## src/sv/iol_pkg.sv

```systemverilog
// Package for the indexed ordered list: action and status codes,
// fixed port widths and parameter defaults. No dependencies.
`default_nettype none

package iol_pkg;

	// Widths of the item and result fields.
	localparam int ACT_W = 3;
	localparam int POS_W = 7;
	localparam int VAL_W = 32;
	localparam int ST_W  = 2;
	localparam int CNT_W = 7;

	// Parameter defaults for the top level.
	localparam int CAPACITY_DEF   = 64;
	localparam int DATA_WIDTH_DEF = 32;

	// Action codes.
	localparam logic [ACT_W-1:0] ACT_APPEND   = 3'd0;
	localparam logic [ACT_W-1:0] ACT_INSERT   = 3'd1;
	localparam logic [ACT_W-1:0] ACT_REMOVE   = 3'd2;
	localparam logic [ACT_W-1:0] ACT_READ     = 3'd3;
	localparam logic [ACT_W-1:0] ACT_CONTAINS = 3'd4;
	localparam logic [ACT_W-1:0] ACT_CLEAR    = 3'd5;

	// Status codes.
	localparam logic [ST_W-1:0] ST_OK    = 2'd0;
	localparam logic [ST_W-1:0] ST_RANGE = 2'd1;
	localparam logic [ST_W-1:0] ST_FULL  = 2'd2;

endpackage

`default_nettype wire

```

## src/sv/indexed_ordered_list_top.sv

```systemverilog
// Indexed ordered list: the entries live in one synchronous memory that is
// shifted one entry per cycle. Depends on iol_pkg.
//
// Usage. An item (action, position, item_value) is accepted at a rising edge
// with start high and busy low. Each item gives exactly one result, shown on
// result_value, found, status and entry_count for one cycle while done is high.
// The receiver cannot stall, so a result is simply dropped if not taken.
//
// How each item is handled after the accepting edge:
//   append, clear, unused codes and every failed request: done is set by that edge.
//   read: the entry is read at that edge, then captured into the result.
//   remove at p: the entry at p is captured and the entries above it shift down.
//   insert at p < count: entries from p shift up, then the new value is written at p (insert at count acts as append).
//   contains: the whole list is always scanned.
// busy stays low in the cycle done is high, so the next item may be accepted
// there. The cost is set by the single memory port pair: one entry is read per
// cycle while entries are shifted or scanned; a shift also writes one back.
//
// Reset clears the entry count and the control state at once; no clearing pass
// is run, since an entry at or above the count is never read.
`default_nettype none

module indexed_ordered_list_top #(
	parameter int CAPACITY   = iol_pkg::CAPACITY_DEF,
	parameter int DATA_WIDTH = iol_pkg::DATA_WIDTH_DEF
) (
	input  wire logic                      clk,
	input  wire logic                      arst_n,
	input  wire logic                      start,
	output logic                           busy,
	input  wire logic [iol_pkg::ACT_W-1:0] action,
	input  wire logic [iol_pkg::POS_W-1:0] position,
	input  wire logic [iol_pkg::VAL_W-1:0] item_value,
	output logic                           done,
	output logic [iol_pkg::VAL_W-1:0]      result_value,
	output logic                           found,
	output logic [iol_pkg::ST_W-1:0]       status,
	output logic [iol_pkg::CNT_W-1:0]      entry_count
);

	localparam int AW = (CAPACITY > 1) ? $clog2(CAPACITY) : 1;
	localparam int CW = $clog2(CAPACITY + 1);
	localparam int XW = (CW > iol_pkg::POS_W) ? CW : iol_pkg::POS_W;

	typedef enum logic [1:0] {
		ST_IDLE = 2'b01,
		ST_WORK = 2'b10
	} state_t;

	// Entry storage and its registered read data.
	logic [DATA_WIDTH-1:0] mem [CAPACITY];
	logic [DATA_WIDTH-1:0] rdata_q;

	// Control registers.
	state_t        state_q;
	logic [CW-1:0] count_q;
	logic [CW-1:0] left_q;
	logic          pend_q;
	logic          cap_q;
	logic          done_q;

	// Item and result registers.
	logic [iol_pkg::ACT_W-1:0] op_q;
	logic [AW-1:0]             pos_q;
	logic [DATA_WIDTH-1:0]     val_q;
	logic [AW-1:0]             a_q;
	logic [AW-1:0]             pend_addr_q;
	logic [iol_pkg::VAL_W-1:0] res_value_q;
	logic                      found_q;
	logic [iol_pkg::ST_W-1:0]  status_q;

	// Memory port controls.
	logic                  rd_en;
	logic [AW-1:0]         rd_addr;
	logic                  wr_en;
	logic [AW-1:0]         wr_addr;
	logic [DATA_WIDTH-1:0] wr_data;

	logic                     accept;
	logic                     full;
	logic [XW-1:0]            pos_x;
	logic [XW-1:0]            cnt_x;
	logic [AW-1:0]            pos_a;
	logic [DATA_WIDTH-1:0]    val_dw;
	logic                     match;
	logic                     finish;
	logic [iol_pkg::ST_W-1:0] acc_status;

	assign accept = start && (state_q == ST_IDLE);
	assign full   = (count_q == CW'(CAPACITY));
	assign pos_x  = XW'(position);
	assign cnt_x  = XW'(count_q);
	assign pos_a  = AW'(position);
	assign val_dw = DATA_WIDTH'(item_value);
	assign match  = pend_q && (rdata_q == val_q);

	// The walk ends once all reads are issued; an insert first drains its last
	// shifted write so the new value can take the write port.
	assign finish = (state_q == ST_WORK) && (left_q == '0)
		&& !((op_q == iol_pkg::ACT_INSERT) && pend_q);

	// Status of an item decided at the accepting edge.
	always_comb begin
		acc_status = iol_pkg::ST_OK;
		case (action)
			iol_pkg::ACT_APPEND: begin
				if (full) acc_status = iol_pkg::ST_FULL;
			end
			iol_pkg::ACT_INSERT: begin
				if (pos_x > cnt_x) acc_status = iol_pkg::ST_RANGE;
				else if (full) acc_status = iol_pkg::ST_FULL;
			end
			iol_pkg::ACT_REMOVE, iol_pkg::ACT_READ: begin
				if (pos_x >= cnt_x) acc_status = iol_pkg::ST_RANGE;
			end
			default: acc_status = iol_pkg::ST_OK;
		endcase
	end

	// Memory port selection: direct access at accept, walk accesses afterward.
	always_comb begin
		rd_en   = 1'b0;
		rd_addr = a_q;
		wr_en   = 1'b0;
		wr_addr = pend_addr_q;
		wr_data = rdata_q;
		if (accept) begin
			if (((action == iol_pkg::ACT_REMOVE) || (action == iol_pkg::ACT_READ))
				&& (pos_x < cnt_x)) begin
				rd_en   = 1'b1;
				rd_addr = pos_a;
			end
			if (((action == iol_pkg::ACT_APPEND)
				|| ((action == iol_pkg::ACT_INSERT) && (pos_x == cnt_x))) && !full) begin
				wr_en   = 1'b1;
				wr_addr = AW'(count_q);
				wr_data = val_dw;
			end
		end
		if (state_q == ST_WORK) begin
			if (left_q != '0) rd_en = 1'b1;
			if (pend_q && ((op_q == iol_pkg::ACT_INSERT) || (op_q == iol_pkg::ACT_REMOVE))) begin
				wr_en = 1'b1;
			end else if (finish && (op_q == iol_pkg::ACT_INSERT)) begin
				wr_en   = 1'b1;
				wr_addr = pos_q;
				wr_data = val_q;
			end
		end
	end

	// Synchronous memory with one write and one registered read port.
	always_ff @(posedge clk) begin
		if (wr_en) mem[wr_addr] <= wr_data;
		if (rd_en) rdata_q <= mem[rd_addr];
	end

	// Sequencer and entry count.
	always_ff @(posedge clk or negedge arst_n) begin
		if (!arst_n) begin
			state_q <= ST_IDLE;
			count_q <= '0;
			left_q  <= '0;
			pend_q  <= 1'b0;
			cap_q   <= 1'b0;
			done_q  <= 1'b0;
		end else begin
			done_q <= 1'b0;
			if (accept) begin
				pend_q <= 1'b0;
				case (action)
					iol_pkg::ACT_APPEND: begin
						if (!full) count_q <= CW'(count_q + 1'b1);
						done_q <= 1'b1;
					end
					iol_pkg::ACT_INSERT: begin
						if (acc_status != iol_pkg::ST_OK) begin
							done_q <= 1'b1;
						end else if (pos_x == cnt_x) begin
							count_q <= CW'(count_q + 1'b1);
							done_q  <= 1'b1;
						end else begin
							left_q  <= CW'(cnt_x - pos_x);
							state_q <= ST_WORK;
						end
					end
					iol_pkg::ACT_REMOVE, iol_pkg::ACT_READ: begin
						if (acc_status != iol_pkg::ST_OK) begin
							done_q <= 1'b1;
						end else begin
							cap_q   <= 1'b1;
							left_q  <= (action == iol_pkg::ACT_REMOVE)
								? CW'(cnt_x - pos_x - 1'b1) : '0;
							state_q <= ST_WORK;
						end
					end
					iol_pkg::ACT_CONTAINS: begin
						left_q  <= count_q;
						state_q <= ST_WORK;
					end
					iol_pkg::ACT_CLEAR: begin
						count_q <= '0;
						done_q  <= 1'b1;
					end
					default: done_q <= 1'b1;
				endcase
			end
			if (state_q == ST_WORK) begin
				cap_q  <= 1'b0;
				pend_q <= (left_q != '0);
				if (left_q != '0) left_q <= CW'(left_q - 1'b1);
				if (finish) begin
					state_q <= ST_IDLE;
					done_q  <= 1'b1;
					if (op_q == iol_pkg::ACT_INSERT) count_q <= CW'(count_q + 1'b1);
					else if (op_q == iol_pkg::ACT_REMOVE) count_q <= CW'(count_q - 1'b1);
				end
			end
		end
	end

	// Item fields, walk addresses and result fields.
	always_ff @(posedge clk) begin
		if (accept) begin
			op_q        <= action;
			pos_q       <= pos_a;
			val_q       <= val_dw;
			res_value_q <= '0;
			found_q     <= 1'b0;
			status_q    <= acc_status;
			case (action)
				iol_pkg::ACT_INSERT: a_q <= AW'(count_q - 1'b1);
				iol_pkg::ACT_REMOVE: a_q <= AW'(pos_x + 1'b1);
				default:             a_q <= '0;
			endcase
		end
		if (state_q == ST_WORK) begin
			if (left_q != '0) begin
				if (op_q == iol_pkg::ACT_INSERT) begin
					a_q         <= AW'(a_q - 1'b1);
					pend_addr_q <= AW'(a_q + 1'b1);
				end else begin
					a_q         <= AW'(a_q + 1'b1);
					pend_addr_q <= AW'(a_q - 1'b1);
				end
			end
			if (cap_q) res_value_q <= iol_pkg::VAL_W'(rdata_q);
			if ((op_q == iol_pkg::ACT_CONTAINS) && match) found_q <= 1'b1;
		end
	end

	assign busy         = (state_q != ST_IDLE);
	assign done         = done_q;
	assign result_value = res_value_q;
	assign found        = found_q;
	assign status       = status_q;
	assign entry_count  = iol_pkg::CNT_W'(count_q);

endmodule

`default_nettype wire

```

## config.mk

```make
export PLATFORM = sky130hd
export DESIGN_NAME = indexed_ordered_list_top
export DESIGN_NICKNAME = d
export VERILOG_FILES = /design/src/sv/iol_pkg.sv /design/src/sv/indexed_ordered_list_top.sv
export SDC_FILE = /design/constraint.sdc
export NUM_CORES = 2
export LEC_CHECK = 0
export ABC_AREA = 0
export BUFFER_PORTS_ARGS = -buffer_cell sky130_fd_sc_hd__buf_2
export CAP_MARGIN = 5
export CELL_PAD_IN_SITES_DETAIL_PLACEMENT = 1
export CELL_PAD_IN_SITES_GLOBAL_PLACEMENT = 1
export CORE_UTILIZATION = 30
export CTS_CLUSTER_SIZE = 28
export DETAILED_ROUTE_END_ITERATION = 8
export GPL_TIMING_DRIVEN = 1
export PLACE_DENSITY_LB_ADDON = 0.05
export SYNTH_ARGS = -nofsm -noshare
export SYNTH_HDL_FRONTEND = slang
export SYNTH_SLANG_ARGS = --single-unit
```

## constraint.sdc

```tcl
create_clock -name clk -period 6.3 [get_ports clk]
set_clock_uncertainty 0.1 [all_clocks]
set_input_delay 0 -clock clk [delete_from_list [all_inputs] [get_ports clk]]
set_output_delay 0 -clock clk [all_outputs]
set_load 0.01 [all_outputs]
```

==> summary.md <==
| Metric | Value |
|---|---|
| CP required | `6.74 ns` |
| Syn Area/Cell | `14.61 µm²` |
| Finished Core Util | `36.31%` |
| Count of cell types in the netlist | `84` |
| FILL cells | `29.85k` |
| Residual DRC | `0` |
| Nets | `6546` |
| Hpwl dp | `232.9 mm` |
| Beginning of the critical path | `entry_count[1]` |
| Leakage power | `35.89 nW` |
| Primary FF master, synth | `edfxtp_1` |
| Ys Warns | `0` |
| Worst Setup Start Kind | `flip-flop` |
| Core area | `291600 µm²` |
| Post-CTS setup buffers | `0` |
| Final period util | `91.77%` |
| Post-route setup TNS | `0 ns` |
| CTS H-tree lvls | `5` |
| Most common cell after layout, fill and taps aside | `edfxtp_1` |
| Status | `complete, no violations` |
| Initial DRC count | `5181` |
| Area Growth Syn to Fin | `20.04%` |
| First-pass GRT wire length | `506.0 mm` |
| Hold Fails Final Rpt | `0` |
| Hold path startpoint | `position[2]` |
| Die area | `296200 µm²` |
| Crit Path Class | `flip-flop to flip-flop` |
| Asr flop ratio synth | `0.8688%` |
| Clock Sinks | `2187` |
| CTS Root Cell | `clkbuf_16` |
| Placer Congestion | `0.8201` |
| Initial antenna violation count | `40` |
| Most frequent cells in the layout | `edfxtp_1, nand2_1, mux2i_1, nand3_1, buf_4` |
| Die width | `544.2 µm` |
| FF+latch area | `65190 µm²` |
| Worst-margin pin slew | `1.440 ns` |
| Worst EP arrival | `6.23 ns` |
| Via count | `56.78k` |
| Slew HR | `3.490%` |
| Clock transition at the registers of the reported paths | `0.06 ns` |
| Drt wl/cell | `34.96 µm` |
| CTS Buffer Depth | `4` |
| Max FO, Critical Path | `20` |
| Area occupied by multi-input gates | `22230 µm²` |
| Cell area after synthesis | `88210 µm²` |
| Number of synthesized register bits | `2187` |
| Power Total | `57.05 mW` |
| Num rows | `198` |
| Worst setup EP type | `flip-flop` |
| HP Class | `primary input to flip-flop` |
| Post-route setup slack | `0.5185 ns` |
| Worst reg2reg path startpoint | `entry_count[1]` |
| Max_cap viols | `0` |
| Syn Nets | `6098` |
| I/O Buffers | `88` |
| Post-Place Setup Slack | `0.5177 ns` |
| Initial Util | `30.25%` |
| Num CTS Buffers | `269` |
| # IOs | `89` |
| Total gr overflow | `0` |
| Via-to-Cell Ratio | `5.346` |
| Slew Limit Fails | `0` |
| Final ANT Viol Nets | `0` |
| Final min period | `5.782 ns` |
| Layout cells sized above 1 | `15.38%` |
| Mapped Cells | `6038` |
| Clk_lat worst skew | `0.90 ns` |
| WL final | `371.3 mm` |
| Final Setup Violations | `0` |
| Vias in the first global route | `57.92k` |
| Largest net degree at the start of global routing | `84` |
| CTS tree | `done` |
| Unrepaired setup endpoints after global routing | `false` |
| Number of flops mapped to enable cells by yosys | `2129` |
| Die height | `544.2 µm` |
| Sequential area share after synthesis | `73.90%` |
| Power per cell area | `538.8 nW/µm²` |
| Peak supply drop | `0.3664 mV` |
| GRT Overall Usage | `24.81%` |
| Fmax | `173.0 MHz` |
| DR pass1 iterations | `5` |
what timing repair did:
item | in CTS | in global routing
gates resized for setup | 0 | 0
endpoints found under the hold margin | 606 | 0
hold buffers | 87 | 0
registers in the layout, indices dropped and copies added, names as in the netlist, 3 cells and up:
name          count
left_q            7
pos_q             6
a_q               6
val_q            32
entry_count       7
rdata_q          32
pend_addr_q       6
result_value     32
mem            2048
op_q              3
routing by layer:
layer  vias to the layer above  track usage (%)  share of wire (%)
met5                         -                0             0.0035
met4                         2            6.209                2.7
met3                       384            2.784                4.4
met2                      1409            40.12                 47
met1                     30766            35.37                 46
li1                      24218                -                  -
kinds of logic after synthesis:
logic type,share of synthesized area [%]
simple gates,9.980
fa+ha+maj,0.2213
flops,73.90
buf+inv,2.169
xor+xnor,0.5759
mux,6.479
compound gates,6.672
power by group:
| group | switching (mW) | internal (mW) |
|---|---|---|
| combinational | 16.5 | 6.26 |
| clock | 6.32 | 8.63 |
| sequential | 0.648 | 18.7 |
| total | 23.4 | 33.6 |
final timing paths:
kind                                         end  slack [ns]  cells after the start
worst min-delay path                    pos_q[2]        0.07                      2
min in group asynchronous         entry_count[6]        0.57                      5
worst max register to register        mem[6][17]        0.52                     12
max in group asynchronous             state_q[0]        5.30                      5
worst min register to register  result_value[18]        0.36                      1
worst max-delay path                  mem[6][17]        0.52                     12
cell type report:
type / count / share of cell area (%)
inverter: 25 / 0.08863
antenna: 35 / 0.08272
multi-input combinational: 3447 / 20.99
timing repair buffer: 556 / 4.851
tap: 3900 / 4.609
sequential: 2187 / 61.57
clock inverter: 130 / 1.049
clock buffer: 341 / 6.763
cell usage after synthesis, types with 8 or more instances:
cell | number | area [µm²]
a2111oi_0 | 31 | 271.5
a211o_1 | 12 | 105.1
a211oi_1 | 65 | 488.0
a21oi_1 | 77 | 385.4
a221oi_1 | 28 | 245.2
a22o_1 | 33 | 289.0
a22oi_1 | 9 | 67.56
a311oi_1 | 26 | 227.7
a31oi_1 | 80 | 500.5
and2_1 | 9 | 56.30
and3_1 | 93 | 581.8
buf_1 | 38 | 142.6
buf_2 | 134 | 670.6
buf_4 | 33 | 247.7
buf_6 | 14 | 157.7
clkbuf_1 | 160 | 600.6
dfrtp_1 | 18 | 450.4
dfxtp_1 | 39 | 780.8
edfxtp_1 | 2129 | 63930
ha_1 | 14 | 175.2
inv_1 | 22 | 82.58
mux2_1 | 22 | 247.7
mux2_2 | 53 | 596.8
mux2i_1 | 469 | 4695
nand2_1 | 1122 | 4212
nand2b_1 | 11 | 68.82
nand3_1 | 437 | 2187
nand4_1 | 55 | 344.1
nor2_1 | 134 | 503.0
nor3_1 | 43 | 215.2
nor3b_1 | 8 | 60.06
o211ai_1 | 11 | 82.58
o21ai_0 | 125 | 625.6
o221ai_1 | 96 | 840.8
o22ai_1 | 142 | 888.4
o31a_1 | 16 | 140.1
o31ai_1 | 23 | 172.7
or3_1 | 21 | 131.4
or4_1 | 23 | 172.7
xnor2_1 | 35 | 306.5
xor2_1 | 23 | 201.4
worst max-delay path, stage by stage (launching register included):
cell and delay (ns):
dfrtp_1 0.54, inv_1 0.18, ha_1 0.28, nor3b_1 0.46, and3_1 0.41, a211o_2 0.31
mux2i_1 0.13, o21ai_1 1.07, and2_1 0.28, nand2_1 0.06, buf_4 0.26, nor2_4 0.88
buf_4 0.42
per-stage QoR:
step                cell area [µm²]  hold slack [ns]  instances
CTS                          105800         0.002017      10585
detailed placement            96630         -0.07504      10027
global route                 105900          0.03173      10615
finish                       105900          0.06519      10621
global placement              96530         -0.07327      10020
floorplan                     88210          -0.3956       6038
(Power assumes the default switching activity.)
